## src/isrd_pkg.sv

```systemverilog
package isrd_pkg;

  localparam int ADDR_W     = 20;
  localparam int FIFO_DEPTH = 4;
  localparam int FIFO_AW    = $clog2(FIFO_DEPTH);

  typedef enum logic [2:0] {
    MODE_RAW         = 3'd0,
    MODE_MONO        = 3'd1,
    MODE_MONO_RLE    = 3'd2,
    MODE_RLE         = 3'd3,
    MODE_LOSSY       = 3'd4,
    MODE_REDUCED     = 3'd5,
    MODE_REDUCED_RLE = 3'd6
  } mode_t;

  localparam logic [15:0] PIX_WHITE = 16'hFFFF;
  localparam logic [15:0] PIX_BLACK = 16'h0000;

  // One queued run. For a mono entry, value[7:0] holds the bitmap byte
  // and the back end splits it into eight single-pixel runs.
  typedef struct packed {
    logic              mono;
    logic [15:0]       value;
    logic [8:0]        length;
    logic [ADDR_W-1:0] addr;
  } run_entry_t;

  function automatic logic [15:0] expand332(input logic [7:0] p);
    logic [2:0] r;
    logic [2:0] g;
    logic [1:0] b;
    logic [4:0] r5;
    logic [5:0] g6;
    logic [4:0] b5;
    r  = p[7:5];
    g  = p[4:2];
    b  = p[1:0];
    r5 = {r, 2'b00} | {3'b000, r[2:1]};
    g6 = {g, 3'b000} | {2'b00, g, 1'b0} | {5'b00000, g[2]};
    b5 = {b, 3'b000} | {2'b00, b, 1'b0} | {4'b0000, b[1]};
    return {r5, g6, b5};
  endfunction

  function automatic logic [7:0] clamp8(input logic signed [11:0] v);
    if (v < 12'sd0) begin
      return 8'd0;
    end else if (v > 12'sd255) begin
      return 8'd255;
    end else begin
      return v[7:0];
    end
  endfunction

  // Fixed-point YCbCr to RGB565, coefficients scaled by 1024, floor shifts.
  function automatic logic [15:0] ycc_to_565(input logic [7:0] yb,
                                             input logic [7:0] cbb,
                                             input logic [7:0] crb);
    logic signed [8:0]  cb;
    logic signed [8:0]  cr;
    logic signed [20:0] p_r;
    logic signed [20:0] p_gb;
    logic signed [20:0] p_gr;
    logic signed [20:0] p_b;
    logic signed [10:0] d_r;
    logic signed [10:0] d_gb;
    logic signed [10:0] d_gr;
    logic signed [10:0] d_b;
    logic signed [11:0] ys;
    logic [7:0]         r;
    logic [7:0]         g;
    logic [7:0]         b;
    cb   = $signed({1'b0, cbb}) - 9'sd128;
    cr   = $signed({1'b0, crb}) - 9'sd128;
    p_r  = cr * 21'sd1436;
    p_gb = cb * 21'sd352;
    p_gr = cr * 21'sd731;
    p_b  = cb * 21'sd1815;
    d_r  = p_r[20:10];
    d_gb = p_gb[20:10];
    d_gr = p_gr[20:10];
    d_b  = p_b[20:10];
    ys   = $signed({4'b0000, yb});
    r = clamp8(ys + {d_r[10], d_r});
    g = clamp8(ys - {d_gb[10], d_gb} - {d_gr[10], d_gr});
    b = clamp8(ys + {d_b[10], d_b});
    return {r[7:3], g[7:2], b[7:3]};
  endfunction

endpackage

```

## src/isrd_front.sv

```systemverilog
module isrd_front (
  input  logic                   clk,
  input  logic                   rst,
  input  logic                   decode_mode_wr_en,
  input  logic [2:0]             decode_mode,
  input  logic                   accept,
  input  logic [7:0]             stream_byte,
  input  logic                   last_byte,
  output logic                   push,
  output isrd_pkg::run_entry_t   push_entry
);

  logic [2:0]                  mode;
  logic [1:0]                  phase;
  logic [1:0]                  phase_next;
  logic [7:0]                  held_count;
  logic [7:0]                  held_count_next;
  logic [15:0]                 held_bytes;
  logic [15:0]                 held_bytes_next;
  logic [isrd_pkg::ADDR_W-1:0] position;
  logic [isrd_pkg::ADDR_W-1:0] position_next;
  logic                        emit;
  logic                        is_mono;
  logic [15:0]                 value;
  logic [8:0]                  length;

  always_comb begin
    phase_next      = 2'd0;
    held_count_next = held_count;
    held_bytes_next = held_bytes;
    emit            = 1'b0;
    is_mono         = 1'b0;
    value           = {held_bytes[7:0], stream_byte};
    length          = 9'd1;
    unique case (mode)
      isrd_pkg::MODE_MONO: begin
        emit    = 1'b1;
        is_mono = 1'b1;
        value   = {8'h00, stream_byte};
        length  = 9'd8;
      end
      isrd_pkg::MODE_MONO_RLE: begin
        emit   = 1'b1;
        value  = stream_byte[0] ? isrd_pkg::PIX_WHITE : isrd_pkg::PIX_BLACK;
        length = {2'b00, stream_byte[7:1]};
      end
      isrd_pkg::MODE_RLE: begin
        if (phase == 2'd0) begin
          held_count_next = stream_byte;
          phase_next      = 2'd1;
        end else if (phase == 2'd1) begin
          held_bytes_next = {8'h00, stream_byte};
          phase_next      = 2'd2;
        end else begin
          emit   = 1'b1;
          length = {1'b0, held_count};
        end
      end
      isrd_pkg::MODE_LOSSY: begin
        if (phase == 2'd0) begin
          held_count_next = stream_byte;
          phase_next      = 2'd1;
        end else if (phase != 2'd3) begin
          held_bytes_next = {held_bytes[7:0], stream_byte};
          phase_next      = phase + 2'd1;
        end else begin
          emit   = 1'b1;
          value  = isrd_pkg::ycc_to_565(held_bytes[15:8], held_bytes[7:0], stream_byte);
          length = {held_count, 1'b0};
        end
      end
      isrd_pkg::MODE_REDUCED: begin
        emit  = 1'b1;
        value = isrd_pkg::expand332(stream_byte);
      end
      isrd_pkg::MODE_REDUCED_RLE: begin
        if (phase == 2'd0) begin
          held_count_next = stream_byte;
          phase_next      = 2'd1;
        end else begin
          emit   = 1'b1;
          value  = isrd_pkg::expand332(stream_byte);
          length = {1'b0, held_count};
        end
      end
      default: begin
        // raw, and the unused code decodes as raw
        if (phase == 2'd0) begin
          held_bytes_next = {8'h00, stream_byte};
          phase_next      = 2'd1;
        end else begin
          emit = 1'b1;
        end
      end
    endcase

    // zero-count records give no run
    if (length == 9'd0) begin
      emit = 1'b0;
    end

    position_next = emit ? position + isrd_pkg::ADDR_W'(length) : position;
    if (last_byte) begin
      phase_next    = 2'd0;
      position_next = '0;
    end
  end

  assign push             = accept && emit;
  assign push_entry.mono  = is_mono;
  assign push_entry.value = value;
  assign push_entry.length = length;
  assign push_entry.addr  = position;

  always_ff @(posedge clk) begin
    if (rst) begin
      mode       <= isrd_pkg::MODE_RAW;
      phase      <= 2'd0;
      held_count <= 8'd0;
      held_bytes <= 16'd0;
      position   <= '0;
    end else if (decode_mode_wr_en) begin
      mode       <= decode_mode;
      phase      <= 2'd0;
      held_count <= 8'd0;
      held_bytes <= 16'd0;
      position   <= '0;
    end else if (accept) begin
      phase      <= phase_next;
      held_count <= held_count_next;
      held_bytes <= held_bytes_next;
      position   <= position_next;
    end
  end

endmodule

```

## src/isrd_fifo.sv

```systemverilog
module isrd_fifo (
  input  logic                 clk,
  input  logic                 rst,
  input  logic                 push,
  input  isrd_pkg::run_entry_t push_entry,
  input  logic                 pop,
  output isrd_pkg::run_entry_t head,
  output logic                 empty,
  output logic                 full
);

  isrd_pkg::run_entry_t               entries [isrd_pkg::FIFO_DEPTH];
  logic [isrd_pkg::FIFO_AW-1:0]       wr_ptr;
  logic [isrd_pkg::FIFO_AW-1:0]       rd_ptr;
  logic [isrd_pkg::FIFO_AW:0]         count;

  assign empty = (count == '0);
  assign full  = (count == (isrd_pkg::FIFO_AW+1)'(isrd_pkg::FIFO_DEPTH));
  assign head  = entries[rd_ptr];

  always_ff @(posedge clk) begin
    if (push) begin
      entries[wr_ptr] <= push_entry;
    end
  end

  always_ff @(posedge clk) begin
    if (rst) begin
      wr_ptr <= '0;
      rd_ptr <= '0;
      count  <= '0;
    end else begin
      if (push) begin
        wr_ptr <= wr_ptr + 1'b1;
      end
      if (pop) begin
        rd_ptr <= rd_ptr + 1'b1;
      end
      if (push && !pop) begin
        count <= count + 1'b1;
      end else if (pop && !push) begin
        count <= count - 1'b1;
      end
    end
  end

endmodule

```

## src/isrd_back.sv

```systemverilog
module isrd_back (
  input  logic                        clk,
  input  logic                        rst,
  input  isrd_pkg::run_entry_t        head,
  input  logic                        empty,
  output logic                        pop,
  output logic                        out_valid,
  input  logic                        out_stall,
  output logic [15:0]                 pixel_value,
  output logic [8:0]                  run_length,
  output logic [19:0]                 start_address,
  output logic                        last_of_item
);

  logic       load;
  logic       take;
  logic [2:0] sub;
  logic [7:0] mono_byte;
  logic       mono_bit;
  logic       mono_done;

  assign load      = !out_valid || !out_stall;
  assign take      = load && !empty;
  assign mono_byte = head.value[7:0];
  assign mono_bit  = mono_byte[~sub];
  assign mono_done = (sub == 3'd7);
  assign pop       = take && (!head.mono || mono_done);

  always_ff @(posedge clk) begin
    if (rst) begin
      out_valid <= 1'b0;
      sub       <= 3'd0;
    end else begin
      if (load) begin
        out_valid <= !empty;
      end
      if (take && head.mono) begin
        sub <= sub + 3'd1;
      end
    end
  end

  // start_address is the low 20 bits of the wrapping pixel address
  always_ff @(posedge clk) begin
    if (take) begin
      if (head.mono) begin
        pixel_value   <= mono_bit ? isrd_pkg::PIX_WHITE : isrd_pkg::PIX_BLACK;
        run_length    <= 9'd1;
        start_address <= 20'(head.addr + isrd_pkg::ADDR_W'(sub));
        last_of_item  <= mono_done;
      end else begin
        pixel_value   <= head.value;
        run_length    <= head.length;
        start_address <= 20'(head.addr);
        last_of_item  <= 1'b1;
      end
    end
  end

endmodule

```

## src/image_stream_rle_decoder.sv

```systemverilog
// Compressed image stream to RGB565 run decoder. One stream byte is taken per
// cycle on the in channel unless the queue is full; each completed record is
// classified by the front end and queued (four entries) as a run of value,
// length and start address; the back end hands runs out through a registered
// output. While out_stall is low every mode sustains one byte per clock, except
// monochrome: each of its bytes gives eight single-pixel runs, one per cycle
// from the back end, so that mode stalls the input once the queue fills. A
// write of decode_mode clears the record phase and the pixel address; write it
// only while no run is pending. A byte with last_byte set drops any partial
// record and restarts the address at zero.
module image_stream_rle_decoder (
  input  logic        clk,
  input  logic        rst,
  input  logic        decode_mode_wr_en,
  input  logic [2:0]  decode_mode,
  input  logic        in_valid,
  output logic        in_stall,
  input  logic [7:0]  stream_byte,
  input  logic        last_byte,
  output logic        out_valid,
  input  logic        out_stall,
  output logic [15:0] pixel_value,
  output logic [8:0]  run_length,
  output logic [19:0] start_address,
  output logic        last_of_item
);

  isrd_pkg::run_entry_t push_entry;
  isrd_pkg::run_entry_t head;
  logic                 accept;
  logic                 push;
  logic                 pop;
  logic                 empty;
  logic                 full;

  assign in_stall = full;
  assign accept   = in_valid && !full;

  isrd_front u_front (
    .clk               (clk),
    .rst               (rst),
    .decode_mode_wr_en (decode_mode_wr_en),
    .decode_mode       (decode_mode),
    .accept            (accept),
    .stream_byte       (stream_byte),
    .last_byte         (last_byte),
    .push              (push),
    .push_entry        (push_entry)
  );

  isrd_fifo u_fifo (
    .clk        (clk),
    .rst        (rst),
    .push       (push),
    .push_entry (push_entry),
    .pop        (pop),
    .head       (head),
    .empty      (empty),
    .full       (full)
  );

  isrd_back u_back (
    .clk           (clk),
    .rst           (rst),
    .head          (head),
    .empty         (empty),
    .pop           (pop),
    .out_valid     (out_valid),
    .out_stall     (out_stall),
    .pixel_value   (pixel_value),
    .run_length    (run_length),
    .start_address (start_address),
    .last_of_item  (last_of_item)
  );

endmodule

```

## config.mk

```make
export PLATFORM = sky130hd
export DESIGN_NAME = image_stream_rle_decoder
export DESIGN_NICKNAME = d
export VERILOG_FILES = /design/src/isrd_pkg.sv /design/src/isrd_front.sv /design/src/isrd_fifo.sv /design/src/isrd_back.sv /design/src/image_stream_rle_decoder.sv
export SDC_FILE = /design/constraint.sdc
export NUM_CORES = 1
export LEC_CHECK = 0
export BUFFER_PORTS_ARGS = -buffer_cell sky130_fd_sc_hd__buf_2
export CAP_MARGIN = 10
export CORE_MARGIN = 2
export CORE_UTILIZATION = 65
export DETAILED_ROUTE_END_ITERATION = 12
export PLACE_DENSITY = 0.88
export SLEW_MARGIN = 20
export SYNTH_ARGS = -nofsm -noshare
export SYNTH_HDL_FRONTEND = slang
export SYNTH_HIERARCHICAL = 1
export SYNTH_SLANG_ARGS = --single-unit
```

## constraint.sdc

```tcl
create_clock -name clk -period 18.15 [get_ports clk]
set_clock_uncertainty 0.05 [all_clocks]
set_input_delay 3.63 -clock clk [delete_from_list [all_inputs] [get_ports clk]]
set_output_delay 3.63 -clock clk [all_outputs]
set_load 0.02 [all_outputs]
```

# After elaboration in Yosys (flattened, before gate mapping)
# Memories as Yosys holds them, arrays and structs flattened. A register that Yosys moved wholly into a read port is not among the register bits.
# Cells that the tools add are included.
[word_totals]
ram_bits = 184
register_bits = 106
mem_bits_ro = 0
memories = 1
in_bits = 17
latch_bits = 0
out_inout_bits = 48
[memory_table]
columns = ["memory", "depth", "word_bits", "read_ports", "rd_clocked_by_memory_dff", "wr", "line_no", "text"]
rows = [
  ["u_fifo.entries", 4, 46, 1, 1, 1, "isrd_fifo.sv:12", "isrd_pkg::run_entry_t entries [isrd_pkg::FIFO_DEPTH];"],
]
[classes]
magnitude_cmp = 7
bitwise = 7
reduce_logical = 29
n_mul = 4
shifts = 0
add_sub_neg = 14
muxes = 51
eq_ne = 14
div_mod_pow = 0
[ops]
columns = ["cell", "n"]
rows = [
  ["two-way mux 16 bit", 11],
  ["case mux 16 bit (5 select lines)", 1],
  ["two-way mux 8 bit", 8],
  ["two-way mux 20 bit", 3],
  ["case mux 16 bit (3 select lines)", 1],
  ["case mux 9 bit (5 select lines)", 1],
  ["greater-than comparator 12 x 9 -> 1 bit, second input constant", 3],
  ["< comparator 12 x 1 -> 1 bit, second input constant", 3],
  ["two-way mux 9 bit", 3],
  ["adder 9 x 11 -> 12 bit", 2],
  ["multiplier 9 x 12 -> 21 bit, second input constant", 1],
  ["adder 20 x 3 -> 20 bit", 1],
  ["adder 20 x 9 -> 20 bit", 1],
  ["multiplier 9 x 11 -> 20 bit, second input constant", 1],
  ["multiplier 9 x 10 -> 19 bit, second input constant", 1],
  ["subtractor 8 x 8 -> 9 bit, second input constant", 2],
  ["equality test 3 bit, second input constant", 5],
  ["multiplier 9 x 5 -> 14 bit, second input constant", 1],
  ["two-way mux 2 bit", 7],
  ["subtractor 12 bit", 1],
  ["two-way mux 1 bit", 11],
  ["subtractor 9 x 9 -> 10 bit", 1],
  ["logical NOT 9 bit", 1],
  ["logical AND 1 bit", 7],
  ["32 further kinds", 49],
]

# Logic depth before layout (Yosys ltp)
# Gate-level depths: netlist of run 1.
[depth]
ltp_word = 11
depth_mapped = 31

# Cells and area by module
# Netlist of run 1, hierarchy kept.
[modules_own_cells]
columns = ["module", "instances", "cells_each", "area_per_inst_um2"]
rows = [
  ["isrd_front", 1, 1225, 10262.3],
  ["isrd_fifo", 1, 284, 7129.3],
  ["isrd_back", 1, 186, 2416.1],
  ["image_stream_rle_decoder", 1, 1, 13.8],
]

# Worst setup path before layout of run 1
# Ideal clock, no wire load.
[synth_path]
path_kind = "input to register"
start = "input port stream_byte[7]"
end = "memory u_fifo/entries[0][34] (netlist bit), data pin"
t_arrival_ns = 9.787
stages = 29
n_path_buf = 1
setup_ns = 0.291
slack_ns = 8.021
cell_sequence = "clkbuf_8 > inv_1 > ha_1 > inv_1 > ha_1 > inv_1 > fa_1 > inv_1 > fa_1 > inv_1 > fa_1 > inv_1 > ha_1 > a21o_1 > a31oi_1 > o21bai_1 > a211oi_1 > nor2_1 > fa_1 > inv_1 > ha_1 > o21ai_0 > a21boi_0 > o21a_1 > o2111ai_1 > or3b_2 > o211a_1 > a32oi_1 > o21ai_0"
[synth_lines]
columns = ["item", "line_no", "text"]
rows = [
  ["start: declaration", "image_stream_rle_decoder.sv:18", "input logic [7:0] stream_byte,"],
  ["end: declaration", "isrd_fifo.sv:12", ""],
]

==> metrics, run 1 <==
status=finished clean; area of the core=0.0298 mm2; Num CTS Buffers=28; Slowest cell on crit path=fa_1; Critical Path RT=18.37 ns; Crit. End Element=register; Layout fillers=approximately 1900; power share of the combinational group=45.0%; leading area contributor after synthesis=edfxtp_1; Tot GR Track Use=29.8%; final hold slack=0.475 ns; initial core utilization=66.5%; die area=0.0319 mm2; Final WS setup=roughly 7 ns; global-route track usage on met2=between 50% and 60%; Die Span Y=179 um; sequential area share after synthesis=about 40%; first-pass GRT wire length=73600 um; Final setup viols=0; Longest Clk Path Bufs=3; ys flop type=edfxtp_1; cts hold-fix bufs=0; RSZ-0062 raised after global routing=no; average cell area after synthesis=about 12 um2; Post-synth ARST share=0%; Synth cell types=97; Antenna Nets Post-Route=0; syn nets=between 2000 and 2500; dpl hpwl=around 32000 um; vias in the first global route=between 10000 and 15000; die width=between 150 and 200 um; Placer Congestion=0.910; Root Driver=clkbuf_16; switch share=38.3%; Port Buffer Count=between 60 and 70; CP Data Arrival Time=11.17 ns; Avg Vias per Cell=6.46; Startpoint Class=input port; synthesis-to-finish area growth=7.75%; Via Count=around 14000; CTS tree=yes; Max VDD drop=148 uV; final-report hold violation count=0; critical path start-end classification=in -> reg; clock group share of total power=22.3%; overflow left after global routing=0; power share of the sequential group=32.7%; synthesized area=0.0198 mm2; most frequent cells in the layout=inv_1, ha_1, edfxtp_1; worst-skew pair later-pin latency=0.55 ns; Power Dens Cells=123 mW/mm2; drt initial violations=about 1500; residual DRC count=0; Rows=63; htree depth=1; Sink Count=292; grt met3 use=3.22%; Resize count post-CTS=0; CP max stage delay=0.51 ns; YS warnings=6; Top Usage Layer GRT=met2; worst slew pin tran=1.08 ns; fraction of layout cells with a size suffix above 1=12.4%; clk slew on worst S/H paths=0.06 ns; Syn Inst Count=roughly 1700; Synth Register Bits=292; max-slew violation count=0; dpl ws=6.64 ns; maximum fanout along the worst path=17; share of the synthesized area in the top cell type=34.8%; commonest non-fill, non-tap cell in the layout=inv_1; io pins=65; Max-slew headroom=27.9%; period utilization=approximately 60%; f_max=91.3 MHz; antenna violations before repair=0; NumNets Final=~2100; total wire length=47600 um; worst min path class=reg -> reg; met1 Track Usage GR=38.0%; Leak=between 8 and 9 nW; setup_tns=0 ns; internal power=0.00162 W; NetSw=slightly above 0.001 W; largest net degree at the start of global routing=51; synth top area cells=edfxtp_1, ha_1, fa_1, dfxtp_1, mux4_2; EDFF count, synth=230; WL per Instance=21.9 um; first-pass iteration count of the detailed router=9; max_cap viols=0; min Tclk post-route=10.95 ns; Post-CTS Setup Bufs=0
## cell type report
class	count	area [um2]	share of cell area (%)
antenna	1	2.50	0.0117
inverter	237	890	4.17
clock buffer	33	741	3.47
sequential	292	8150	38.2
timing repair buffer	75	403	1.89
clock inverter	19	175	0.820
tap	390	488	2.28
multi-input combinational	1125	10500	49.2
## per-layer routing
layer,vias up,wire (um)
met5,-,0
met4,0,2160
li1,6191,-
met1,6793,17800
met3,191,3840
met2,854,23800
## kinds of logic (layout without fill, tap and decap cells)
group,count (synthesis),count (layout),share of synthesized area (%)
AND/OR/NAND/NOR,362,362,9.48
buffers and inverters,279,364,6.00
XOR/XNOR,88,88,3.96
AO/OA/AOI/OAI,294,294,10.4
flip-flops,292,292,41.1
adder cells (fa/ha/maj),310,310,22.4
multiplexers,71,71,6.69
other,0,1,0
## power groups by stage
stage / sequential, W / clock (W) / combinational (W)
2_1_floorplan: 0.000946 / 0 / 0.000812
4_1_cts: 0.000862 / 0.000588 / 0.00118
6_report: 0.000861 / 0.000586 / 0.00119
3_3_place_gp: 0.000871 / 0 / 0.00111
3_5_place_dp: 0.000875 / 0 / 0.00116
5_1_grt: 0.000869 / 0.000611 / 0.00131
## synth_stat cells (all sizes together), types with 34 or more instances
cell    instances
nand2          70
nor2          115
xor2           35
xnor2          53
inv           236
ha            235
edfxtp        230
nor3           34
mux4           47
a21oi          83
o21ai          60
dfxtp          62
fa             75
## final timing paths
path	endpoint	cells past startpoint	slack [ns]	startpoint
max	u_fifo/entries[0][35]	29	7.20	stream_byte[7]
min	u_back/out_valid	2	0.48	u_back/out_valid
max reg2reg	u_fifo/entries[3][31]	28	10.32	u_front/held_bytes[6]
min reg2reg	u_back/out_valid	2	0.48	u_back/out_valid
## metrics by stage
step / power [W] / util [%] / instance area (um2) / std cells
2_1_floorplan: 0.00176 / - / 19800 / 1696
3_3_place_gp: 0.00199 / 68.6 / 20400 / 2119
3_5_place_dp: 0.00204 / 68.6 / 20400 / 2119
4_1_cts: 0.00263 / 71.7 / 21400 / 2171
5_1_grt: 0.00279 / 71.7 / 21400 / 2171
6_report: 0.00263 / 71.7 / 21400 / 2172
## critical path: cells and delay by family
| family | cells | cell delay [ns] |
|---|---|---|
| buf+inv | 6 | 1.06 |
| fa+ha+maj | 8 | 2.93 |
| simple gates | 3 | 0.84 |
| compound gates | 10 | 2.36 |
| xor+xnor | 2 | 0.32 |
## state kept, by name, indices dropped and copies added (netlist names), named ones only
name,flops
u_fifo/entries,184
u_back/start_address,20
u_front/position,20
u_back/pixel_value,16
u_front/held_bytes,16
u_back/run_length,9
u_front/held_count,8
u_back/sub,3
u_fifo/count,3
u_front/mode,3
u_fifo/rd_ptr,2
u_fifo/wr_ptr,2
u_front/phase,2
u_back/last_of_item,1
u_back/out_valid,1
(Power assumes the default switching activity.)
==> inputs of run 2 (changes only) <==
--- a/config.mk
+++ b/config.mk
@@ -5,12 +5,13 @@
 export SDC_FILE = /design/constraint.sdc
 export NUM_CORES = 1
 export LEC_CHECK = 0
+export ABC_AREA = 1
 export BUFFER_PORTS_ARGS = -buffer_cell sky130_fd_sc_hd__buf_2
 export CAP_MARGIN = 10
 export CORE_MARGIN = 2
-export CORE_UTILIZATION = 65
+export CORE_UTILIZATION = 64
 export DETAILED_ROUTE_END_ITERATION = 12
-export PLACE_DENSITY = 0.88
+export PLACE_DENSITY = 0.87
 export SLEW_MARGIN = 20
 export SYNTH_ARGS = -nofsm -noshare
 export SYNTH_HDL_FRONTEND = slang
==> constraint.sdc (replaced) <==
create_clock -name clk -period 10.4 [get_ports clk]
set_clock_uncertainty 0.05 [all_clocks]
set_input_delay 2.08 -clock clk [delete_from_list [all_inputs] [get_ports clk]]
set_output_delay 2.08 -clock clk [all_outputs]
set_load 0.02 [all_outputs]
==> metrics, run 2 <==
NetSw=around 0.0025 W; first-pass GRT wire length=81800 um; maximum fanout along the worst path=14; R2R setup slack=a little under 3 ns; period utilization=86.0%; EDFF count, synth=230; Num CTS Buffers=29; Max VDD drop=about 180 uV; worst-skew pair later-pin latency=0.56 ns; vias in the first global route=between 15000 and 20000; area of the core=roughly 0.032 mm2; Tot GR Track Use=30.7%; initial core utilization=64.4%; Avg Vias per Cell=about 5.8; ys flop type=edfxtp_1; largest net degree at the start of global routing=81; post-place instance area=0.0214 mm2; f_max=112 MHz; max reg flops=184; Slowest cell on crit path=fa_1; status=finished clean; CP Data Arrival Time=9.22 ns; min Tclk post-route=8.95 ns; final-report hold violation count=0; Post-synth ARST share=0%; residual DRC count=0; WL per Instance=18.3 um; commonest non-fill, non-tap cell in the layout=nand2_1; Crit. End Element=register; Sink Count=292; RSZ-0062 raised after global routing=no; YS warnings=6; total wire length=52100 um; sequential area share after synthesis=39.2%; dpl hpwl=38200 um; NumNets Final=2711; Rows=66; synthesis-to-finish area growth=7.49%; power share of the combinational group=53.9%; drt initial violations=1561; Startpoint Class=input port; fraction of layout cells with a size suffix above 1=6.77%; Syn Inst Count=~2300; Max-slew headroom=33.7%; worst min path class=reg -> reg; share of the synthesized area in the top cell type=33.2%; switch share=44.8%; dpl ws=between 0.9 and 1 ns; Placer Congestion=0.950; clk slew on worst S/H paths=0.06 ns; Synth cell types=58; htree depth=1; Antenna Nets Post-Route=0; Via Count=16600; Resize count post-CTS=0; CTS tree=yes; Leak=10.1 nW; synth top area cells=edfxtp_1, ha_1, nand2_1, fa_1, inv_1; Largest regs=u_fifo/entries: 184 flops, u_back/start_address: 20 flops, u_front/position: 20 flops; Most flops, register=u_fifo/entries; io pins=65; syn nets=around 2700; critical path start-end classification=in -> reg; setup_tns=0 ns; design area=0.0224 mm2; Die Span Y=184 um; most frequent cells in the layout=nand2_1, inv_1, nor2_1; Post-synth top cells=nand2_1, inv_1, nor2_1, ha_1, edfxtp_1; internal power=0.00307 W; Longest Clk Path Bufs=3; Synth Register Bits=just under 300; first-pass iteration count of the detailed router=6; Final WS setup=1.45 ns; CP max stage delay=0.53 ns; die area=0.0340 mm2; Final setup viols=0; Power Dens Cells=between 200 and 250 mW/mm2; max-slew violation count=0; Critical Path RT=10.67 ns; top-count cell post-synth=nand2_1; leading area contributor after synthesis=edfxtp_1; die width=184 um; Crit path top cell by count=nand2_1; Port Buffer Count=64; synthesized area=just over 0.02 mm2; antenna violations before repair=0; max_cap viols=0; clock group share of total power=18.3%; cts hold-fix bufs=0; average cell area after synthesis=about 8.9 um2; Post-CTS Setup Bufs=0; overflow left after global routing=0; Root Driver=clkbuf_16; worst slew pin tran=0.995 ns; power share of the sequential group=27.8%
==> run 2: cell count changes in the layout (fill, tap and decap cells not counted), sizes merged, moves of 20 or more <==
cell   before  now
o21ai      60  180
o22ai       2   48
nor2b      21    0
inv       237  357
xnor2      53   29
nand3      19   74
a21oi      83  146
nand2      70  416
mux4       47    0
mux2i      20    0
xor2       35   56
nor2      115  244
==> run 2: per-layer routing <==
layer  part of all wire (%)  track usage (%)  up-vias
met3                    8.9             4.68      102
li1                       -                -     7899
met2                     47             51.3      820
met4                    2.2             7.01        0
met1                     42             42.6     7754
met5                      0                0        -
==> run 2: power groups by stage <==
| stage | registers [W] | logic, W | clock network [W] |
|---|---|---|---|
| detailed placement | 0.00157 | 0.00294 | 0 |
| floorplan | 0.00169 | 0.00208 | 0 |
| finish | 0.00155 | 0.00300 | 0.00102 |
| global route | 0.00156 | 0.00335 | 0.00108 |
| global placement | 0.00156 | 0.00287 | 0 |
| CTS | 0.00155 | 0.00297 | 0.00103 |
==> run 2: final timing paths <==
| kind | start | to | depth (start not counted) |
|---|---|---|---|
| min | u_fifo/rd_ptr[1] | u_fifo/rd_ptr[1] | 1 |
| max | stream_byte[1] | u_fifo/entries[3][36] | 36 |
| min reg2reg | u_fifo/rd_ptr[1] | u_fifo/rd_ptr[1] | 1 |
| max reg2reg | u_front/held_bytes[7] | u_fifo/entries[1][29] | 37 |
==> run 2: layout make-up <==
class,instances,area (um2)
Antenna cell,1,2.50
Clock buffer,44,873
Clock inverter,9,76.3
Fill cell,2453,9930
Inverter,358,1350
Multi-Input combinational cell,1626,10900
Sequential cell,292,8150
Tap cell,442,553
Timing Repair Buffer,77,418
==> run 2: critical path, delay by kind of cell <==
kind	cells	cell delay [ns]
fa+ha+maj	8	3.50
xor+xnor	2	0.31
simple gates	10	1.02
compound gates	8	1.55
buf+inv	8	0.73
==> run 2: kinds of logic (layout without fill, tap and decap cells) <==
| family | count (synthesis) | in the layout | synth area share [%] |
|---|---|---|---|
| compound gates | 447 | 447 | 12.0 |
| fa+ha+maj | 310 | 310 | 21.4 |
| flops | 292 | 292 | 39.2 |
| buf+inv | 420 | 488 | 8.28 |
| xor+xnor | 85 | 85 | 3.58 |
| other cells | 0 | 1 | 0 |
| simple gates | 784 | 784 | 15.6 |
==> run 2: through the flow <==
step | cells | total power (W) | hold WS (ns) | utilization, %
after global routing | 2848 | 0.00600 | 0.418 | 69.2
after detailed placement | 2795 | 0.00451 | 0.383 | 66.3
after CTS | 2848 | 0.00555 | 0.398 | 69.2
after global placement | 2795 | 0.00443 | 0.377 | 66.3
final | 2849 | 0.00557 | 0.406 | 69.2
after floorplan | 2338 | 0.00377 | 0.362 | -
